## src/rtl/core/spmr_div_cell.sv

```systemverilog
`timescale 1ns / 1ps

module spmr_div_cell
#(
    parameter int K  = 10,
    parameter int VW = 17
)
(
    input  logic          clk,
    input  logic          en,
    input  logic [VW-1:0] rem_in,
    input  logic [K-1:0]  low_in,
    input  logic [VW-1:0] div,
    output logic [VW-1:0] rem_out,
    output logic [K-1:0]  low_out
);

    logic [VW-1:0] rem_reg;
    logic [K-1:0]  low_reg;
    logic [VW:0]   rt;
    logic [VW:0]   diff;
    logic          ge;

    always_comb
    begin
        rt   = {rem_in, low_in[K-1]};
        diff = rt - {1'b0, div};
        ge   = rt >= {1'b0, div};
    end

    always_ff @(posedge clk)
    begin
        if (en)
        begin
            rem_reg <= ge ? diff[VW-1:0] : rt[VW-1:0];
            low_reg <= {low_in[K-2:0], ge};
        end
    end

    assign rem_out = rem_reg;
    assign low_out = low_reg;

endmodule

```

## config.mk

```make
export PLATFORM = sky130hd
export DESIGN_NAME = spmr_div_cell
export DESIGN_NICKNAME = d
export VERILOG_FILES = /design/src/rtl/core/spmr_div_cell.sv
export SDC_FILE = /design/constraint.sdc
export NUM_CORES = 1
export LEC_CHECK = 0
export BUFFER_PORTS_ARGS = -buffer_cell sky130_fd_sc_hd__buf_2
export CAP_MARGIN = 20
export CORE_UTILIZATION = 25
export CTS_CLUSTER_DIAMETER = 50
export DETAILED_ROUTE_END_ITERATION = 7
export RECOVER_POWER = 25
export SLEW_MARGIN = 20
export SYNTH_ARGS = -nofsm -noshare
export SYNTH_HDL_FRONTEND = slang
export SYNTH_SLANG_ARGS = --single-unit
export TNS_END_PERCENT = 100
```

## constraint.sdc

```tcl
create_clock -name clk -period 7.2 [get_ports clk]
set_input_delay 1.08 -clock clk [delete_from_list [all_inputs] [get_ports clk]]
set_output_delay 1.08 -clock clk [all_outputs]
set_load 0.05 [all_outputs]
```

==> results.md <==
- Initial antenna violation count: 0
- Gp weighted congestion: 0.833
- Static Leak: 1.15 nW
- Clock buffer depth: 2
- Core ar.: 0.00773 mm2
- Worst Tran Pin Value: 1.56 ns
- # diodes: 0
- YS warnings: 0
- Outcome: finished, violations left
- Synthesized area per cell: 11.1 um2
- Post-Syn Area: 0.00199 mm2
- Die area: 0.00833 mm2
- CP Class: in -> reg
- Yosys reg bits: 27
- Pin count of the biggest net entering global routing: 28
- Met1 usage: 15.7%
- Vert. Die Dim: 91.3 um
- Final nets: 319
- Std-Cell Rows: 32
- CP arrival: 3.24 ns
- Worst-path fanout max: 10
- GRT Overall Usage: 11.9%
- PostCTS Resize Cnt: 0
- Critical path launch point type: input port
- Fmax achieved: 313 MHz
- First-pass GRT wire length: 7900 um
- # clock sinks: 27
- VDD IR max: 66.8 uV
- Crit-path slowest cell: fa_1
- Initial Utilization: 25.8%
- Number of flops mapped to enable cells by yosys: 27
- Slew margin rel.: -3.74%
- Post-route setup TNS: 0 ns
- Post-synth ARST share: 0%
- Dpl hpwl: 3720 um
- RSZ-0062 raised after global routing: false
- Ratio of cells with drive above 1 in the final layout: 38.2%
- Worst hold path type: in -> reg
- H-tree lvl count: 1
- Port Buffers: 72
- TritonCTS clock tree: built
- CP most frequent cell: inv_1
- Total grt overflow: 0
- WHS Endpoint: low_out[8]
- Synth-to-Final Area Change: 25.7%
- Mapped Nets: 243
- Total power: 0.000511 W
- Initial drt markers: 48
- Routed WL: 4600 um
- Root buffer cell: clkbuf_8
- Inserted Clock Buffers: 3
- DIE WIDTH: 91.3 um
- Main synth FF type: edfxtp_1
- Worst EP required: 7.24 ns
- DR vias/cell: 4.38
- Drt wl/cell: 12.9 um
- Clk slew on worst S/H paths: 0.11 ns
- Final Hold Viols: 0
- Register area share after synthesis: 40.7%
- Vias in the first global route: 1715
- Cells after synthesis: 179
- Max cap viols: 1
- Fraction of the cycle the final worst path needs: 44.4%
- Violated checks: max-capacitance violations, max-slew violations
- Crit-path max cell delay: 0.39 ns
- Finish-stage setup viols: 0
- # IOs: 73
- Quantity of hold-fixing buffers added after cts: 0
- Cells on Worst Hold Path: 1
- Routed Antenna Nets: 0
- Detailed-route via count: 1559
- Busiest layer in global routing: met2
- Final Critical Period: 3.20 ns
- Worst-path cell chain: buf_2 > inv_1 > ha_1 > inv_1 > fa_1 > a21oi_1 > or3_4 > a21oi_4 > o21bai_4 > and2_4 > inv_12 > mux2_4
- Drt drc: 0
- Fillers: 819
- M2 GR Usage: 20.6%
- Netlist cell types: 45
- TritonRoute pass-1 iters: 4
- Max-slew violations: 28
- Setup Buffers After CTS: 0
- Hold Crit Start: low_in[7]
- CP Capture Type: flop
- GR met3 Demand/Resource: 1.76%
- Cell Pwr Density: 204 mW/mm2
-- report_power, final --
group | switching (W) | internal [W] | total (W)
clock | 0.0000540 | 0.0000389 | 0.0000929
sequential | 0.00000452 | 0.000199 | 0.000203
combinational | 0.000139 | 0.0000759 | 0.000215
-- cell usage after synthesis (all sizes together), types with 2 or more instances --
cell type  number  area, um2
edfxtp         27        811
inv            23       98.9
ha             17        213
a21oi          15       90.1
mux2           10        150
nand2           9       33.8
nand3           8       45.0
xnor2           8       70.1
o21ai           7       35.0
nor2            6       22.5
and2            4       27.5
nor3            4       20.0
o31ai           4       45.1
a21boi          3       22.5
a21o            3       22.5
nand2b          3       18.8
o21bai          3       33.8
xor2            3       26.3
o21a            2       15.0
o2bb2ai         2       17.5
-- sequential cells by signal (all words and copies together), names as in the netlist --
signal and count:
low_out 10, rem_out 17
-- through the flow --
step           hold slack (ns)  instances  instance area (um2)  setup slack (ns)  util, %
3_3_place_gp              1.26        352                 2460              3.78     31.8
6_report                 0.971        356                 2510              4.00     32.4
4_1_cts                  0.963        356                 2510              4.00     32.4
3_5_place_dp              1.26        352                 2460              3.69     31.8
5_1_grt                  0.953        356                 2510              3.88     32.4
2_1_floorplan             1.18        179                 1990              4.01        -
-- kinds of logic after synthesis --
group / synth area share (%)
flip-flops: 40.7
buffers and inverters: 5.96
adder cells (fa/ha/maj): 11.7
XOR/XNOR: 4.83
AND/OR/NAND/NOR: 11.1
multiplexers: 8.03
AO/OA/AOI/OAI: 17.7
-- worst max-delay path by stage --
stage | startpoint | endpoint | depth (start not counted)
finish | low_in[9] | rem_out[9] | 12
global placement | low_in[9] | rem_out[3] | 12
CTS | low_in[9] | rem_out[9] | 12
detailed placement | low_in[9] | rem_out[9] | 12
floorplan | low_in[9] | rem_out[10] | 12
global route | low_in[9] | rem_out[10] | 12
-- cell usage in the layout (no fill, tap or decap), types with 3 or more instances in the layout --
cell and instances:
xnor2_1 8, buf_2 71, inv_1 22, edfxtp_1 27
xor2_1 3, ha_1 17, nand2b_1 3, clkbuf_8 3
nand2_1 9, a21o_1 3, a21oi_1 13, o21ai_0 7
a21boi_0 3, o31ai_2 3, and2_1 3, nor3_1 4
nand3_1 7, nor2_1 6, mux2_4 10
-- layout make-up --
type / instances / area (um2) / share of cell area [%]
flip-flops and latches: 27 / 811 / 32.4
clock inverters: 1 / 5.00 / 0.200
clock buffers: 3 / 41.3 / 1.65
multi-input cells: 128 / 1060 / 42.4
repair buffers: 72 / 359 / 14.3
well taps: 102 / 128 / 5.09
inverters: 23 / 98.8 / 3.94
-- worst max-delay path, delay by kind of cell --
family | cells | cell delay [ns]
fa+ha+maj | 2 | 0.55
simple gates | 2 | 0.50
compound gates | 3 | 0.52
buf+inv | 4 | 0.28
mux | 1 | 0.30
-- metal layers --
layer  share of wire, %  wire (um)  vias to the layer above
li1                   -          -                      807
met3                5.9        272                        2
met2                 46       2110                       54
met1                 48       2210                      696
met5                  0          0                        -
met4               0.30         14                        0
Power figures use the tool's default switching activity.
