[config.mk]
export PLATFORM = sky130hd
export DESIGN_NAME = spmr_sqrt_cell
export DESIGN_NICKNAME = d
export VERILOG_FILES = /design/src/rtl/core/spmr_pkg.sv /design/src/rtl/core/spmr_sqrt_cell.sv
export SDC_FILE = /design/constraint.sdc
export NUM_CORES = 1
export LEC_CHECK = 0
export BUFFER_PORTS_ARGS = -buffer_cell sky130_fd_sc_hd__buf_2
export CAP_MARGIN = 0
export CORE_MARGIN = 3
export CORE_UTILIZATION = 35
export CTS_CLUSTER_SIZE = 12
export DETAILED_ROUTE_END_ITERATION = 10
export HOLD_SLACK_MARGIN = 0.05
export PLACE_DENSITY_LB_ADDON = 0.3
export SLEW_MARGIN = 10
export SYNTH_ARGS = -nofsm -noshare
export SYNTH_HDL_FRONTEND = slang
export SYNTH_SLANG_ARGS = --single-unit
export TNS_END_PERCENT = 5
[constraint.sdc]
create_clock -name clk -period 2.59 [get_ports clk]
set_input_delay 0.518 -clock clk [delete_from_list [all_inputs] [get_ports clk]]
set_output_delay 0.518 -clock clk [all_outputs]
set_load 0.1 [all_outputs]
[src/rtl/core/spmr_pkg.sv]
`timescale 1ns / 1ps

package spmr_pkg;

    localparam int ADC_BITS   = 10;
    localparam int COUNT_BITS = 16;
    localparam int SUM_BITS   = ADC_BITS + COUNT_BITS;
    localparam int SQ_BITS    = 2 * ADC_BITS + COUNT_BITS;
    localparam int RMS_BITS   = ADC_BITS + 3;
    localparam int CFG_BITS   = 16;

    // variance numerator n*q - s*s, scaled by 1024 before the root
    localparam int D_BITS     = COUNT_BITS + SQ_BITS;
    localparam int SQRT_PAD   = 10;
    localparam int X_BITS     = D_BITS + SQRT_PAD;
    localparam int ROOT_BITS  = X_BITS / 2;

    // square sum split into two halves for the count multiply
    localparam int Q_SPLIT    = SQ_BITS / 2;
    localparam int P_LO_BITS  = COUNT_BITS + Q_SPLIT;
    localparam int P_HI_BITS  = COUNT_BITS + SQ_BITS - Q_SPLIT;

    // divider widths, divisor is 2n
    localparam int DIV_BITS    = COUNT_BITS + 1;
    localparam int PED_A_BITS  = SUM_BITS + 2;
    localparam int PED_HI_BITS = PED_A_BITS - ADC_BITS;
    localparam int RMS_A_BITS  = ROOT_BITS + 1;
    localparam int RMS_HI_BITS = RMS_A_BITS - RMS_BITS;

    localparam logic [CFG_BITS-1:0] LOW_THRESH_RESET = 16'd90;

    typedef struct packed {
        logic [COUNT_BITS-1:0] event_count;
        logic [SUM_BITS-1:0]   value_sum;
        logic [SQ_BITS-1:0]    square_sum;
    } item_t;

    typedef struct packed {
        logic [ADC_BITS-1:0] pedestal;
        logic [RMS_BITS-1:0] rms_sixteenths;
        logic                never_seen;
        logic                low_count;
    } result_t;

    typedef struct packed {
        logic [COUNT_BITS-1:0] n;
        logic                  never_seen;
        logic                  low_count;
        logic                  ped_sat;
        logic [ADC_BITS-1:0]   pedestal;
        logic                  rms_sat;
    } side_t;

endpackage

[src/rtl/core/spmr_sqrt_cell.sv]
`timescale 1ns / 1ps

module spmr_sqrt_cell
(
    input  logic                                 clk,
    input  logic                                 en,
    input  logic [spmr_pkg::X_BITS-1:0]          x_in,
    input  logic [spmr_pkg::ROOT_BITS+1:0]       rem_in,
    input  logic [spmr_pkg::ROOT_BITS-1:0]       root_in,
    output logic [spmr_pkg::X_BITS-1:0]          x_out,
    output logic [spmr_pkg::ROOT_BITS+1:0]       rem_out,
    output logic [spmr_pkg::ROOT_BITS-1:0]       root_out
);

    logic [spmr_pkg::X_BITS-1:0]    x_reg;
    logic [spmr_pkg::ROOT_BITS+1:0] rem_reg;
    logic [spmr_pkg::ROOT_BITS-1:0] root_reg;

    logic [spmr_pkg::ROOT_BITS+1:0] rem_t;
    logic [spmr_pkg::ROOT_BITS+1:0] trial;
    logic                           ge;

    always_comb
    begin
        rem_t = {rem_in[spmr_pkg::ROOT_BITS-1:0], x_in[spmr_pkg::X_BITS-1 -: 2]};
        trial = {root_in, 2'b01};
        ge    = rem_t >= trial;
    end

    always_ff @(posedge clk)
    begin
        if (en)
        begin
            x_reg    <= {x_in[spmr_pkg::X_BITS-3:0], 2'b00};
            rem_reg  <= ge ? (rem_t - trial) : rem_t;
            root_reg <= {root_in[spmr_pkg::ROOT_BITS-2:0], ge};
        end
    end

    assign x_out    = x_reg;
    assign rem_out  = rem_reg;
    assign root_out = root_reg;

endmodule

==> out/qor.yml <==
status: "complete, no violations"
rows: 47
crit_type: "in2reg"
final_nets: 1014
yosys-mux-area-fraction: 0.005446
syn_area_um2: 5973
wirelength_um: 17700
htreeDepth: 4
synth_top_family_by_area: "compound AO/OA/AOI/OAI gates"
floorplan.initialDensity: 0.3589
worstPathMaxFanout: 9
gp_congestion: 0.8415
synth_cell_type_count: 51
synth_compound_gate_area_share: 0.1297
grt_max_degree: 64
dr_wl_met3_um: 1579
drive_above_1_share: 0.5300
p_per_area_nw_per_um2: 835.9
grt_pass1_vias: 5084
async_reset_ff_frac: 0
fin_crit_sh: 0.9958
postRouteAntennaNets: 0
final_util: 0.5713
rsz0062_at_grt: "true"
worstSetupEndpointType: "register"
dpl.hpwl_um: 13610
ys_warn_count: 0
dp_cells: 1043
p_leak_nw: 4.253
drc: 0
maxCapViolCount: 0
grt_pass1_wl_um: 25320
synth_edf_count: 124
fmax_mhz: 387.7
hp-class: "in2reg"
slew_headroom: 0.5919
ir_drop_mv: 0.4312
grt_usage: 0.1765
core-area_um2: 16640
dr.first_iter.drc_count: 223
vias: 5091
area_growth_pct: 59.17
clk_pin_slew_worst_paths_ns: 0.06
design.die.area_um2: 18670
met2_length_um: 8840
cts_tree: "built"
antenna_found_initial: 1
setup_violations: 0
top_layer_used: "met5"
critical_path_required_ns: 2.74
crit_arrival_ns: 2.73
slew_violations: 0
fp.dieW_um: 136.6
vias_per_cell: 4.684
synthFlopType: "edfxtp_1"
drt-met1-wl_um: 7016
holdPathEnd: "x_out[54]"
start_kind: "input port"
root_buffer: "clkbuf_16"
port_buffers: 249
postSynthCellCount: 478
worst_pin_slew_ns: 0.6122
clk_path_buf_depth: 2
syn_avg_cell_area_um2: 12.50
synth_fa_ha_area_frac: 0.06912
synth-simple-area-share: 0.08651
period_minus_slack_ns: 2.579
min-delay-start: "x_in[52]"
wire_per_inst_um: 16.29
hold_depth: 1
drt_pass1_iterations: 4
finalNonFillerCells: 1087
grt_remaining_overflow: 0
power_mw: 7.948
numCtsBuffers: 17
ys_ff_latch: 124
ys_seq_area_frac: 0.6234
io_pins: 254
hold_viol_final: 0
synth-xor-area-share: 0.04545
die_height_um: 136.6
cts_sinks: 124
setup_tns_ns: 0
holdBufCountCts: 0
[placed cells by master, fill, tap and decap left out, types with 4 or more instances in the layout]
master	n
buf_4	116
a21oi_2	8
xor2_1	13
o21ai_0	32
nor2_1	10
ha_1	14
clkbuf_16	18
o21ai_1	8
o21a_1	4
inv_1	36
a21oi_1	27
nand4_1	10
bufinv_16	6
inv_6	7
buf_12	5
xnor2_1	18
nand3_1	6
o21bai_1	5
nand2b_1	6
a21o_1	9
nor2b_1	6
ha_4	18
nand2_1	52
edfxtp_1	124
buf_2	247
[cell usage after synthesis, drive strengths merged, types with 2 or more instances]
cell	count	area, um2
a211o	2	17.52
a21boi	2	15.01
a21o	10	82.57
a21oi	38	212.7
a31oi	3	18.77
and3	3	18.77
buf	12	71.31
clkbuf	5	20.01
edfxtp	124	3724
ha	33	412.9
inv	39	146.4
mux2	2	22.52
nand2	53	198.9
nand2b	6	37.54
nand3	7	35.03
nand4	11	75.07
nor2	10	37.54
nor2b	6	37.54
nor3	2	10.01
o211ai	3	22.52
o21a	4	30.03
o21ai	43	215.2
o21bai	6	45.04
o311ai	3	26.28
o31a	2	17.52
or3	2	12.51
or4	3	26.27
xnor2	18	157.7
xor2	13	113.9
[layout make-up]
class / instances / area (um2)
fillers: 1410 / 7134
flip-flops and latches: 124 / 3724
multi-input cells: 299 / 2395
repair buffers: 372 / 2266
clock buffers: 18 / 429.2
well taps: 220 / 275.3
clock inverters: 14 / 252.7
inverters: 39 / 163.9
diodes: 1 / 2.502
[state kept, by name, indices dropped and copies added, names as in the netlist]
| register | cells |
|---|---|
| root_out | 31 |
| rem_out | 33 |
| x_out | 60 |
[worst max-delay path, cell delays in order]
cell and delay, ns:
buf_2 0.10, inv_1 0.04, ha_1 0.35, buf_4 0.18, nand2_1 0.07, o21a_1 0.17, o32ai_2 0.10, a21oi_2 0.17
a21oi_2 0.10, a21o_4 0.23, a21oi_4 0.21, buf_12 0.16, mux2_2 0.33
[timing repair]
item | CTS | global route
endpoints found under the setup margin | 23 | 29
pin swaps | 2 | 20
hold endpoints to repair | 0 | 0
buffers inserted | 0 | 10
gates cloned | 0 | 1
resized for setup | 6 | 44
[through the flow]
step | cell area, um2 | setup WS, ns | hold slack, ns
final | 9508 | 0.01090 | 0.2739
after global routing | 9505 | -0.06538 | 0.2507
after CTS | 9119 | -0.04124 | 0.2587
after detailed placement | 8406 | -0.5353 | 0.6968
after global placement | 8406 | -0.4911 | 0.6956
after floorplan | 6090 | -0.1080 | 0.6169
[logic make-up (layout without fill, tap and decap cells)]
group	Yosys count	after routing
flip-flops	124	124
AO/OA/AOI/OAI	123	123
AND/OR/NAND/NOR	107	107
buffers and inverters	56	443
adder cells (fa/ha/maj)	33	33
XOR/XNOR	31	31
multiplexers	3	3
other	1	3
[metal layers]
layer | GRT usage | vias to the layer above
li1 | - | 2512
met1 | 0.2041 | 2359
met2 | 0.3034 | 196
met3 | 0.06581 | 22
met4 | 0.05599 | 2
met5 | 0 | -
[report_power, final]
| part | switching, mW | total, mW | internal [mW] |
|---|---|---|---|
| sequential | 0.0456 | 2.49 | 2.44 |
| clock | 0.919 | 2.75 | 1.83 |
| combinational | 2.01 | 2.71 | 0.696 |
[how the worst max path moves through the flow]
stage	from	endpoint	slack, ns
global route	root_in[7]	rem_out[11]	-0.07
finish	root_in[9]	rem_out[19]	0.01
detailed placement	root_in[2]	rem_out[10]	-0.54
CTS	rem_in[2]	rem_out[27]	-0.04
global placement	rem_in[2]	rem_out[11]	-0.49
floorplan	root_in[15]	rem_out[29]	-0.11
(Power assumes the default switching activity.)
