==> src/rtl/core/spmr_pkg.sv <==
`timescale 1ns / 1ps

package spmr_pkg;

    localparam int ADC_BITS   = 10;
    localparam int COUNT_BITS = 16;
    localparam int SUM_BITS   = ADC_BITS + COUNT_BITS;
    localparam int SQ_BITS    = 2 * ADC_BITS + COUNT_BITS;
    localparam int RMS_BITS   = ADC_BITS + 3;
    localparam int CFG_BITS   = 16;

    // variance numerator n*q - s*s, scaled by 1024 before the root
    localparam int D_BITS     = COUNT_BITS + SQ_BITS;
    localparam int SQRT_PAD   = 10;
    localparam int X_BITS     = D_BITS + SQRT_PAD;
    localparam int ROOT_BITS  = X_BITS / 2;

    // square sum split into two halves for the count multiply
    localparam int Q_SPLIT    = SQ_BITS / 2;
    localparam int P_LO_BITS  = COUNT_BITS + Q_SPLIT;
    localparam int P_HI_BITS  = COUNT_BITS + SQ_BITS - Q_SPLIT;

    // divider widths, divisor is 2n
    localparam int DIV_BITS    = COUNT_BITS + 1;
    localparam int PED_A_BITS  = SUM_BITS + 2;
    localparam int PED_HI_BITS = PED_A_BITS - ADC_BITS;
    localparam int RMS_A_BITS  = ROOT_BITS + 1;
    localparam int RMS_HI_BITS = RMS_A_BITS - RMS_BITS;

    localparam logic [CFG_BITS-1:0] LOW_THRESH_RESET = 16'd90;

    typedef struct packed {
        logic [COUNT_BITS-1:0] event_count;
        logic [SUM_BITS-1:0]   value_sum;
        logic [SQ_BITS-1:0]    square_sum;
    } item_t;

    typedef struct packed {
        logic [ADC_BITS-1:0] pedestal;
        logic [RMS_BITS-1:0] rms_sixteenths;
        logic                never_seen;
        logic                low_count;
    } result_t;

    typedef struct packed {
        logic [COUNT_BITS-1:0] n;
        logic                  never_seen;
        logic                  low_count;
        logic                  ped_sat;
        logic [ADC_BITS-1:0]   pedestal;
        logic                  rms_sat;
    } side_t;

endpackage

==> src/rtl/core/spmr_front.sv <==
`timescale 1ns / 1ps

module spmr_front
(
    input  logic                              clk,
    input  logic                              en,
    input  spmr_pkg::item_t                   item,
    input  logic [spmr_pkg::CFG_BITS-1:0]     low_thresh,
    output logic [spmr_pkg::X_BITS-1:0]       x,
    output spmr_pkg::side_t                   side,
    output logic [spmr_pkg::DIV_BITS-1:0]     ped_rem,
    output logic [spmr_pkg::ADC_BITS-1:0]     ped_low
);

    logic [spmr_pkg::P_LO_BITS-1:0]   p_lo_reg;
    logic [spmr_pkg::P_HI_BITS-1:0]   p_hi_reg;
    logic [spmr_pkg::D_BITS-1:0]      ss_reg;
    logic [spmr_pkg::PED_A_BITS-1:0]  a_ped_reg;
    logic [spmr_pkg::COUNT_BITS-1:0]  n0_reg;
    logic                             never0_reg;
    logic                             low0_reg;

    logic [spmr_pkg::X_BITS-1:0]      x_reg;
    spmr_pkg::side_t                  side_reg;
    logic [spmr_pkg::DIV_BITS-1:0]    ped_rem_reg;
    logic [spmr_pkg::ADC_BITS-1:0]    ped_low_reg;

    logic [spmr_pkg::P_LO_BITS-1:0]   p_lo_next;
    logic [spmr_pkg::P_HI_BITS-1:0]   p_hi_next;
    logic [spmr_pkg::D_BITS-1:0]      ss_next;
    logic [spmr_pkg::PED_A_BITS-1:0]  a_ped_next;
    logic [spmr_pkg::D_BITS-1:0]      nq;
    logic [spmr_pkg::D_BITS-1:0]      d;
    logic [spmr_pkg::PED_HI_BITS-1:0] ped_hi;
    logic [spmr_pkg::DIV_BITS-1:0]    ped_div;
    logic                             ped_sat;
    spmr_pkg::side_t                  side_next;

    always_comb
    begin
        p_lo_next = {{spmr_pkg::Q_SPLIT{1'b0}}, item.event_count}
                  * {{spmr_pkg::COUNT_BITS{1'b0}},
                     item.square_sum[spmr_pkg::Q_SPLIT-1:0]};
        p_hi_next = {{(spmr_pkg::P_HI_BITS-spmr_pkg::COUNT_BITS){1'b0}}, item.event_count}
                  * {{spmr_pkg::COUNT_BITS{1'b0}},
                     item.square_sum[spmr_pkg::SQ_BITS-1:spmr_pkg::Q_SPLIT]};
        ss_next   = {{spmr_pkg::SUM_BITS{1'b0}}, item.value_sum}
                  * {{spmr_pkg::SUM_BITS{1'b0}}, item.value_sum};
        a_ped_next = {1'b0, item.value_sum, 1'b0}
                   + {{(spmr_pkg::PED_A_BITS-spmr_pkg::COUNT_BITS){1'b0}}, item.event_count};

        nq = {p_hi_reg, {spmr_pkg::Q_SPLIT{1'b0}}}
           + {{(spmr_pkg::D_BITS-spmr_pkg::P_LO_BITS){1'b0}}, p_lo_reg};
        d  = (nq >= ss_reg) ? (nq - ss_reg) : '0;

        ped_hi  = a_ped_reg[spmr_pkg::PED_A_BITS-1:spmr_pkg::ADC_BITS];
        ped_div = {n0_reg, 1'b0};
        ped_sat = ped_hi >= {{(spmr_pkg::PED_HI_BITS-spmr_pkg::DIV_BITS){1'b0}}, ped_div};

        side_next.n          = n0_reg;
        side_next.never_seen = never0_reg;
        side_next.low_count  = low0_reg;
        side_next.ped_sat    = ped_sat;
        side_next.pedestal   = '0;
        side_next.rms_sat    = 1'b0;
    end

    always_ff @(posedge clk)
    begin
        if (en)
        begin
            p_lo_reg    <= p_lo_next;
            p_hi_reg    <= p_hi_next;
            ss_reg      <= ss_next;
            a_ped_reg   <= a_ped_next;
            n0_reg      <= item.event_count;
            never0_reg  <= (item.event_count == '0);
            low0_reg    <= (item.event_count < low_thresh);

            x_reg       <= {d, {spmr_pkg::SQRT_PAD{1'b0}}};
            side_reg    <= side_next;
            ped_rem_reg <= ped_sat ? '0 : ped_hi[spmr_pkg::DIV_BITS-1:0];
            ped_low_reg <= a_ped_reg[spmr_pkg::ADC_BITS-1:0];
        end
    end

    assign x       = x_reg;
    assign side    = side_reg;
    assign ped_rem = ped_rem_reg;
    assign ped_low = ped_low_reg;

endmodule

==> config.mk <==
export PLATFORM = sky130hd
export DESIGN_NAME = spmr_front
export DESIGN_NICKNAME = d
export VERILOG_FILES = /design/src/rtl/core/spmr_pkg.sv /design/src/rtl/core/spmr_front.sv
export SDC_FILE = /design/constraint.sdc
export NUM_CORES = 2
export LEC_CHECK = 0
export ABC_AREA = 1
export BUFFER_PORTS_ARGS = -buffer_cell sky130_fd_sc_hd__buf_4
export CORE_ASPECT_RATIO = 2
export CORE_MARGIN = 4
export CORE_UTILIZATION = 58
export CTS_CLUSTER_DIAMETER = 60
export DETAILED_ROUTE_END_ITERATION = 10
export GPL_TIMING_DRIVEN = 0
export MAX_ROUTING_LAYER = met4
export PLACE_DENSITY = 0.75
export SYNTH_ARGS = -nofsm -noshare
export SYNTH_HDL_FRONTEND = slang
export SYNTH_SLANG_ARGS = --single-unit
export TNS_END_PERCENT = 10
==> constraint.sdc <==
create_clock -name clk -period 8.3 [get_ports clk]
set_input_delay 1.66 -clock clk [delete_from_list [all_inputs] [get_ports clk]]
set_output_delay 1.66 -clock clk [all_outputs]
set_load 0.02 [all_outputs]
==> results.toml <==
[logic_synthesis]
synth.largest_area_cell = "fa_1"
synth_seq_cells = 261
yosysWarnings = 0
syn_inst = 7222
async_reset_ff_share_pct = 0
synthTopCellsByCount = "inv_1 (2,114), nand2_1 (1,886), fa_1 (959)"
synth_edf_count = 261
synth.most_common_cell = "inv_1"
avgSynthCellArea_um2 = 7.811
syn_area_um2 = 56410
seq_area_frac_synth_pct = 13.89
yosysTopAreaCellShare_pct = 34.03
ys.flop_type = "edfxtp_1"
ys_types = 44
synthTopCellsByArea = "fa_1 (34%), inv_1 (14%), edfxtp_1 (14%), nand2_1 (13%), ha_1 (12%)"

[detailed_routing]
postRouteAntennaNets = 0
drcViolationCount = 0
vias_per_cell = 5.545
drt_first_pass_iters = 8
wl_per_cell_um = 24.88
dr_total_vias = 47970
finalWirelength_um = 215200
drtIter0Drc = 3326

[global_route]
grt_pass1_vias = 53010
grt_first_pass_wirelength_um = 318500
grt_overflow = 0
grt_use_total_pct = 43.82
antenna_found_initial = 5
grt_max_degree = 113

[run_status]
violations = "setup timing"
status = "complete, but fails checks"

[worst_setup_path]
r2r_cells = 17
regToRegSetupSlack_ns = 3.25
arrival_ns = 8.67
cp_max_fo = 10
critPathKind = "in -> reg"
cp_data_required_time_ns = 8.64
start_kind = "input port"
endpoint_kind = "register"
r2r_start = "p_hi_reg[0]"
cp-startpoint = "item[46]"
r2r-end = "x[59]"

[floorplan]
core_um2 = 96490
die_area_um2 = 102600
fp.dieW_um = 228.5
io_pins = 215
die_h_um = 449.0
start_util_pct = 58.46
rows = 161

[cts]
clockBufferDepth = 3
h-tree-depth = 1
clock_latency_ns = 0.62
cts_tree = "done"
cts_hold_buf = 0
path_clk_slew_ns = 0.06
cts_root_buf = "clkbuf_16"
cts.sinks = 261
postCtsSetupBuffers = 0
numCtsBuffers = 27

[sta]
hold_violations = 0
clock.fmax_mhz = 120.1
slew_headroom_pct = 15.66
finalSetupViolCount = 1
min_period_over_period_pct = 100.3
setup-tns-final_ns = -0.02430
grt_setup_unrepaired = "true"
worst_slew_pin_slew_ns = 1.265
slew_viol_final = 0
skew_ns = 0.02866
finalCriticalPeriod_ns = 8.324
fin_ws_ns = -0.02430

[place]
dp.final_hpwl_um = 186100
place_congestion = 1.080
portBuffers = 152

[final_layout]
largest_reg_flops = 52
final_nets = 8979
area_growth_pct = 6.967
fin_util_pct = 62.53
drive_gt1_share_pct = 4.674

[min_path]
hold_path_depth = 0
whs_endpoint = "ped_low[4]"
min_path_type = "reg -> reg"
hp-start = "a_ped_reg[4]"

[run]
cap_violations = 0
## worst max-delay path, cell delays in order
cell     delay (ns)
buf_4          0.26
buf_4          0.36
buf_4          0.33
nand2_1        0.13
fa_1           0.62
inv_1          0.09
fa_1           0.50
fa_1           0.55
inv_1          0.07
fa_1           0.50
inv_1          0.06
fa_1           0.48
fa_1           0.53
inv_1          0.05
fa_1           0.50
inv_1          0.08
ha_1           0.37
a21oi_1        0.29
o21ai_0        0.21
a21oi_1        0.33
nand3_1        0.26
nand2_1        0.17
nand2_1        0.08
nand2_1        0.07
nand2_1        0.07
## timing repair
item,4_1_cts,5_1_grt
gates resized for setup,70,73
setup endpoints to repair,41,43
hold endpoints to repair,0,0
## metal layers
metal	GRT usage, %	vias to the layer above	routed length (um)
li1	-	21360	-
met1	33.77	22930	56170
met2	75.87	2182	108500
met3	7.528	1507	12150
met4	55.92	0	38360
met5	-	-	0
## cell usage in the layout (no fill, tap or decap), types with 3 or more instances in the layout
cell	instances
buf_1	20
clkinv_1	4
o21bai_1	32
nor3_1	59
a31oi_1	12
nand3b_1	10
buf_6	3
nand2_1	1885
nand3_1	145
xnor2_1	45
nor2_1	317
inv_6	4
clkbuf_1	111
o211ai_1	6
a21o_1	20
inv_1	2114
o21ai_0	104
diode_2	5
buf_4	176
conb_1	21
nor4_1	11
edfxtp_1	261
clkbuf_2	33
nor2_2	12
buf_2	8
clkbuf_16	27
or2_2	5
inv_2	15
and2_1	3
nand2_2	18
clkbuf_4	18
xor2_1	120
nand4_1	40
a21boi_0	9
a21oi_1	227
ha_1	521
o21a_1	12
bufinv_16	7
fa_1	959
## worst max-delay path by stage
stage	endpoint	slack, ns
floorplan	ss_reg[47]	0.72
global placement	ss_reg[48]	-1.59
detailed placement	ss_reg[48]	-1.56
CTS	ss_reg[48]	-0.003
global route	ss_reg[42]	-0.04
finish	ss_reg[42]	-0.02
## kinds of logic (layout without fill, tap and decap cells)
family | count (synthesis) | after routing | synth area share, %
and+or+nand+nor | 2513 | 2513 | 17.72
adders and majority gates | 1480 | 1480 | 45.59
buffers and inverters | 2372 | 2554 | 15.99
AOI/OAI and AO/OA | 430 | 430 | 4.237
xor gates and xnor gates | 165 | 165 | 2.562
DFF | 261 | 261 | 13.89
other | 1 | 26 | 0.006648
## through the flow
stage          worst slack (ns)  cells  area [um^2]  hold slack (ns)
2_1_floorplan            0.7154   7242        56480           0.4003
5_1_grt                -0.04099   8651        60340           0.4264
3_5_place_dp             -1.563   8618        59220           0.4079
3_3_place_gp             -1.592   8616        59150           0.4013
4_1_cts               -0.003269   8653        60290           0.4211
6_report               -0.02430   8651        60340           0.4198
## cell type report
type                       count  area, um^2
antenna                        5       12.51
buffer                       221        1105
clock buffer                  28       679.4
clock inverter                22       345.3
fill                        8819       36150
inverter                    2129        7991
multi-input combinational   4609       39640
sequential                   261        7838
tap                         1222        1529
timing repair buffer         154        1204
Power is not shown: default switching activity piles up to over one toggle a cycle in this logic, so the estimate is an artifact.
